### src/sv/vcd_pkg.sv
package vcd_pkg;

	localparam int POS_DEPTH   = 1024;
	localparam int TEX_DEPTH   = 1024;
	localparam int NRM_DEPTH   = 1024;
	localparam int DEDUP_DEPTH = 1024;

	localparam int POS_AW   = $clog2(POS_DEPTH);
	localparam int TEX_AW   = $clog2(TEX_DEPTH);
	localparam int NRM_AW   = $clog2(NRM_DEPTH);
	localparam int DEDUP_AW = $clog2(DEDUP_DEPTH);

	localparam int POS_CW   = $clog2(POS_DEPTH + 1);
	localparam int TEX_CW   = $clog2(TEX_DEPTH + 1);
	localparam int NRM_CW   = $clog2(NRM_DEPTH + 1);
	localparam int DEDUP_CW = $clog2(DEDUP_DEPTH + 1);

	localparam int IDX_W  = 11;
	localparam int WORD_W = 32;
	localparam int OUT_W  = 10;
	localparam int KEY_W  = 3 * IDX_W;

	localparam int FIFO_DEPTH = 4;
	localparam int FIFO_AW    = $clog2(FIFO_DEPTH);

	localparam logic [1:0] FUNC_POS    = 2'd0;
	localparam logic [1:0] FUNC_TEX    = 2'd1;
	localparam logic [1:0] FUNC_NRM    = 2'd2;
	localparam logic [1:0] FUNC_CORNER = 2'd3;

	localparam logic [1:0] ST_OK   = 2'd0;
	localparam logic [1:0] ST_BAD  = 2'd1;
	localparam logic [1:0] ST_FULL = 2'd2;

	typedef struct packed {
		logic [1:0]        func;
		logic [WORD_W-1:0] word_x;
		logic [WORD_W-1:0] word_y;
		logic [WORD_W-1:0] word_z;
		logic [IDX_W-1:0]  pos_index;
		logic [IDX_W-1:0]  tex_index;
		logic [IDX_W-1:0]  nrm_index;
	} item_t;

	typedef struct packed {
		logic [OUT_W-1:0]  out_index;
		logic              is_new;
		logic [WORD_W-1:0] pos_x;
		logic [WORD_W-1:0] pos_y;
		logic [WORD_W-1:0] pos_z;
		logic [WORD_W-1:0] tex_u;
		logic [WORD_W-1:0] tex_v;
		logic [WORD_W-1:0] nrm_x;
		logic [WORD_W-1:0] nrm_y;
		logic [WORD_W-1:0] nrm_z;
		logic [1:0]        status;
	} result_t;

	typedef struct packed {
		logic [IDX_W-1:0] pos;
		logic [IDX_W-1:0] tex;
		logic [IDX_W-1:0] nrm;
		logic             bad;
	} corner_t;

	typedef struct packed {
		logic              we_pos;
		logic              we_tex;
		logic              we_nrm;
		logic [POS_AW-1:0] pos_addr;
		logic [TEX_AW-1:0] tex_addr;
		logic [NRM_AW-1:0] nrm_addr;
		logic [WORD_W-1:0] word_x;
		logic [WORD_W-1:0] word_y;
		logic [WORD_W-1:0] word_z;
	} attr_wr_t;

	typedef struct packed {
		logic              en;
		logic [POS_AW-1:0] pos_addr;
		logic [TEX_AW-1:0] tex_addr;
		logic [NRM_AW-1:0] nrm_addr;
	} attr_rd_t;

	typedef struct packed {
		logic [WORD_W-1:0] pos_x;
		logic [WORD_W-1:0] pos_y;
		logic [WORD_W-1:0] pos_z;
		logic [WORD_W-1:0] tex_u;
		logic [WORD_W-1:0] tex_v;
		logic [WORD_W-1:0] nrm_x;
		logic [WORD_W-1:0] nrm_y;
		logic [WORD_W-1:0] nrm_z;
	} attr_data_t;

	typedef struct packed {
		logic valid;
		logic [KEY_W-1:0] key;
		logic [DEDUP_AW-1:0] vidx;
	} slot_t;

	typedef enum logic [2:0] {
		S_CLEAR,
		S_IDLE,
		S_READ,
		S_CHECK,
		S_ATTR
	} back_state_t;

endpackage

### src/sv/vcd_fifo.sv
module vcd_fifo (
	input  logic             clk,
	input  logic             arst_n,
	input  logic             push,
	input  vcd_pkg::corner_t wdata,
	input  logic             pop,
	output vcd_pkg::corner_t rdata,
	output logic             full,
	output logic             empty
);

	vcd_pkg::corner_t mem_q [vcd_pkg::FIFO_DEPTH];
	logic [vcd_pkg::FIFO_AW:0] wptr_q, rptr_q;

	assign empty = (wptr_q == rptr_q);
	assign full  = (wptr_q[vcd_pkg::FIFO_AW-1:0] == rptr_q[vcd_pkg::FIFO_AW-1:0]) &&
	               (wptr_q[vcd_pkg::FIFO_AW] != rptr_q[vcd_pkg::FIFO_AW]);
	assign rdata = mem_q[rptr_q[vcd_pkg::FIFO_AW-1:0]];

	// hold queued corners
	always_ff @(posedge clk) begin
		if (push) mem_q[wptr_q[vcd_pkg::FIFO_AW-1:0]] <= wdata;
	end

	// advance pointers
	always_ff @(posedge clk or negedge arst_n) begin
		if (!arst_n) begin
			wptr_q <= '0;
			rptr_q <= '0;
		end else begin
			if (push) wptr_q <= wptr_q + 1'b1;
			if (pop)  rptr_q <= rptr_q + 1'b1;
		end
	end

endmodule

### config.mk
export PLATFORM = sky130hd
export DESIGN_NAME = vcd_fifo
export DESIGN_NICKNAME = d
export VERILOG_FILES = /design/src/sv/vcd_pkg.sv /design/src/sv/vcd_fifo.sv
export SDC_FILE = /design/constraint.sdc
export NUM_CORES = 1
export LEC_CHECK = 0
export ABC_AREA = 1
export BUFFER_PORTS_ARGS = -buffer_cell sky130_fd_sc_hd__buf_4
export CORE_MARGIN = 4
export CORE_UTILIZATION = 52
export DETAILED_ROUTE_END_ITERATION = 6
export PLACE_DENSITY_LB_ADDON = 0.08
export SYNTH_ARGS = -nofsm -noshare
export SYNTH_HDL_FRONTEND = slang
export SYNTH_SLANG_ARGS = --single-unit
### constraint.sdc
create_clock -name clk -period 1.7 [get_ports clk]
set_input_delay 0.34 -clock clk [delete_from_list [all_inputs] [get_ports clk]]
set_output_delay 0.34 -clock clk [all_outputs]
set_load 0.05 [all_outputs]
# Yosys cells after proc, flatten, opt, wreduce, memory -nomap -nowiden
# Memories as Yosys holds them, arrays and structs flattened.
# Index checks and enable logic that the tools add are counted.
# totals
register_bits	6
mem_bits_rw	136
input_bits	38
out_inout_bits	36
elab_cells	11
memories	1
# mem_list
memory	depth	width	read_ports	rd_ports_with_merged_regs	wr	line	source
mem_q	4	34	1	0	1	vcd_fifo.sv:12	vcd_pkg::corner_t mem_q [vcd_pkg::FIFO_DEPTH];
# classes
add_sub_neg	2
n_eq_ne	3
muxes	2
n_reduce_logical	1
# ops
op	n
$add A3 B1 Y3 const B	2
$eq A3 B3 Y1	1
$eq A2 B2 Y1	1
$mux W1	2
$logic_and A1 B1 Y1	1
$ne A1 B1 Y1	1

# Logic depth before layout (Yosys ltp)
# depth
word_depth	2
depth_mapped	6
ltp_nobuf	5

# Least setup slack after synthesis
# OpenSTA, ideal clock, no wires.
# synth_path
path_kind	reg2out
startpoint	register rptr_q[0] (netlist name)
endpoint	output empty
arrival_time_ns	1.435
required_time_ns	1.360
path_slack_ns	-0.075
path_stages_with_launch	6
path_buffers	1
path_cell_list	dfrtp_1 buf_2 nand2_1 nand2_1 nand2_1 nor2_1
# synth_between
elab_chain_len	1
# synth_lines
element	line	source
start: declaration	vcd_fifo.sv:13	logic [vcd_pkg::FIFO_AW:0] wptr_q, rptr_q;
start signal: assignment	vcd_fifo.sv:32	if (pop) rptr_q <= rptr_q + 1'b1;
$eq A3 B3 Y1	vcd_fifo.sv:15	assign empty = (wptr_q == rptr_q);
end: declaration	vcd_fifo.sv:9	output logic empty
# Every way passes these cells.

==> results.ini <==
[min_path]
hold_start = wdata[26]
min_path_cells = 1
min_to = mem_q[2][26]$_DFFE_PP_
holdCritPathClass = in2reg

[drt]
wl_per_cell_um = 16.9
first_iter_violations = 266
drt-total-wl_um = 13100
drtAntennaViolNets = 0
drc = 0
viasPerCell = 5.05
route.vias.total = 3919
drtPass1Iterations = 5

[critical_path]
r2r-start = wptr_q[0]$_DFFE_PN0P_
start_kind = flop
crit_arrival_ns = 1.73
rr_endpoint = mem_q[0][27]$_DFFE_PP_
crit_type = reg2out
cp_data_required_time_ns = 1.36
reg2reg_slack_ns = 0.18
cp-end-kind = output pin
rr_worst_depth = 5
crit_fanout = 6
startpoint = rptr_q[0]$_DFFE_PN0P_

[sta]
setup_viol = 36
hold_viol_final = 0
tightest_slew_ns = 0.309
max_freq_mhz = 483
whs_ns = 0.124
fin_skew_ns = 0.00472
rsz0062_at_grt = yes
final_max_slew_viol_count = 0
min_period_over_period_pct = 122
fin_crit_ns = 2.07
maxSlewHeadroom_pct = 79.4
setup_slack_ns = -0.369

[final_layout]
fill_cells = 708
area_growth_pct = 41.2
finalNetCount = 667
diodes = 0
layout-drive-gt1-share_pct = 42.3
final_util_pct = 75.7
final_cell_area_um2 = 8280

[cts]
clock_latency_ns = 0.41
cts_root_buf = clkbuf_16
clockBufferDepth = 2
cts_buffers = 17
htree_levels = 4
clkTransAtPathRegs_ns = 0.06
cts_num_sinks = 142
cts_tree = built

[global_routing]
grt.total_usage_pct = 19.8
antenna_found_initial = 0
grt_max_degree = 24
grt_pass1_wl_um = 19500
grt_pass1_vias = 3890
grt_overflow_total = 0

[placed_design]
place_area_um2 = 6740
io_buffers = 73
place_hpwl_um = 6810
gp_congestion = 0.718

[synthesis]
syn_nets = 551
synth.distinct_cells = 17
syn_area_per_cell_um2 = 11.5
syn_area_um2 = 5860
seq_area_frac_synth_pct = 72.2
ys_seq_elements = 142
synthCells = 508
synth-warning-count = 0

[power_and_ir_drop]
p_per_area_nw_per_um2 = 2180
irDropWorstVdd_mv = 1.55
leakage_nw = 3.53

[outcome]
status = finished with violations
violations = negative setup slack

[floorplanning]
pin_count = 74
die_area_um2 = 13000
num_rows = 38
die_h_um = 114
core_area_um2 = 10900
start_util_pct = 53.6
dieWidth_um = 114

[flow_run]
cap_viol_max_count = 0

==> state kept, by name, indices dropped and copies added, names as in the netlist <==
| register | flops |
|---|---|
| mem_q | 136 |
| rptr_q | 3 |
| wptr_q | 3 |
==> routing by layer <==
layer  global-route usage [%]  up-vias  routed length (µm)
met5                        0        -                   0
met4                     8.31        0                 235
met3                     5.92       22                 700
met2                     33.1      102                6850
met1                     24.1     1901                5360
li1                         -     1894                   -
==> worst max-delay path, cell delays in order (launching register included) <==
cell and delay [ns]:
dfrtp_2 0.48, buf_12 0.18, clkbuf_16 0.16, or2_4 0.22
nand3_2 0.06, nand2_2 0.07, buf_8 0.15
==> stage by stage <==
stage / setup WS [ns] / cells / setup TNS [ns] / power, mW
floorplan: -0.0747 / 508 / -0.149 / 9.62
global placement: 0.0756 / 720 / 0 / 11.8
detailed placement: 0.0492 / 720 / 0 / 11.9
CTS: -0.368 / 761 / -11.11 / 16.2
global route: -0.429 / 776 / -14.01 / 18.9
finish: -0.369 / 776 / -12.16 / 18.0
==> synth_stat cells <==
library cell	instances	share of area (%)
dfrtp_1	6	2.6
nand3_1	34	2.9
inv_1	41	2.6
nand2_1	218	14
buf_6	4	0.77
o21ai_0	2	0.17
ha_1	5	1.1
clkbuf_1	6	0.38
buf_2	8	0.68
nor2_1	2	0.13
inv_2	2	0.13
xnor2_1	2	0.30
xor2_1	4	0.60
buf_1	1	0.064
edfxtp_1	136	70
buf_4	3	0.38
or2_2	34	3.6
==> where the power goes <==
part | total (mW) | switching (mW) | internal, mW
Combinational | 10.0 | 5.77 | 4.25
Clock | 3.16 | 1.33 | 1.83
Sequential | 4.83 | 0.241 | 4.59
==> area by class of cell <==
cell class | count | area (µm²) | share of cell area (%)
Sequential cell | 142 | 4240 | 51.2
Clock buffer | 18 | 429 | 5.18
Timing Repair Buffer | 119 | 1470 | 17.7
Multi-Input combinational cell | 301 | 1710 | 20.7
Clock inverter | 13 | 77.6 | 0.937
Inverter | 43 | 179 | 2.16
Tap cell | 140 | 175 | 2.12
==> cell families after synthesis <==
| kind of cell | count (synthesis) | share of synthesized area [%] |
|---|---|---|
| AO/OA/AOI/OAI | 2 | 0.171 |
| XOR/XNOR | 6 | 0.896 |
| AND/OR/NAND/NOR | 288 | 20.6 |
| buffers and inverters | 65 | 5.04 |
| adder cells (fa/ha/maj) | 5 | 1.07 |
| flip-flops | 142 | 72.2 |
==> how the worst max path moves through the flow <==
stage / slack [ns] / endpoint / depth (start not counted)
3_3_place_gp: 0.08 / rdata[19] / 5
2_1_floorplan: -0.07 / empty / 5
6_report: -0.37 / rdata[19] / 6
4_1_cts: -0.37 / full / 7
5_1_grt: -0.43 / rdata[33] / 8
3_5_place_dp: 0.05 / rdata[19] / 5
==> layout by cell type (no fill, tap or decap) <==
| cell type | instances |
|---|---|
| buf_12 | 11 |
| buf_16 | 1 |
| buf_4 | 52 |
| buf_6 | 19 |
| buf_8 | 27 |
| clkbuf_1 | 1 |
| clkbuf_16 | 25 |
| clkinv_1 | 1 |
| clkinv_2 | 8 |
| clkinv_4 | 3 |
| clkinvlp_4 | 5 |
| dfrtp_1 | 4 |
| dfrtp_2 | 2 |
| dlygate4sd3_1 | 1 |
| edfxtp_1 | 136 |
| ha_1 | 5 |
| inv_1 | 37 |
| inv_2 | 1 |
| inv_4 | 1 |
| nand2_1 | 174 |
| nand2_2 | 42 |
| nand2_4 | 2 |
| nand3_2 | 34 |
| nor2_2 | 2 |
| o21ai_0 | 2 |
| or2_4 | 34 |
| xnor2_1 | 2 |
| xor2_1 | 4 |
==> what timing repair did <==
action | 4_1_cts | 5_1_grt
buffers inserted | 7 | 8
endpoints found under the setup margin | 36 | 36
hold buffers | 1 | 0
cloned | 2 | 10
pin swaps | 1 | 64
resized for setup | 82 | 114
endpoints found under the hold margin | 6 | 0
No activity file was read; power rests on OpenSTA's default activity.
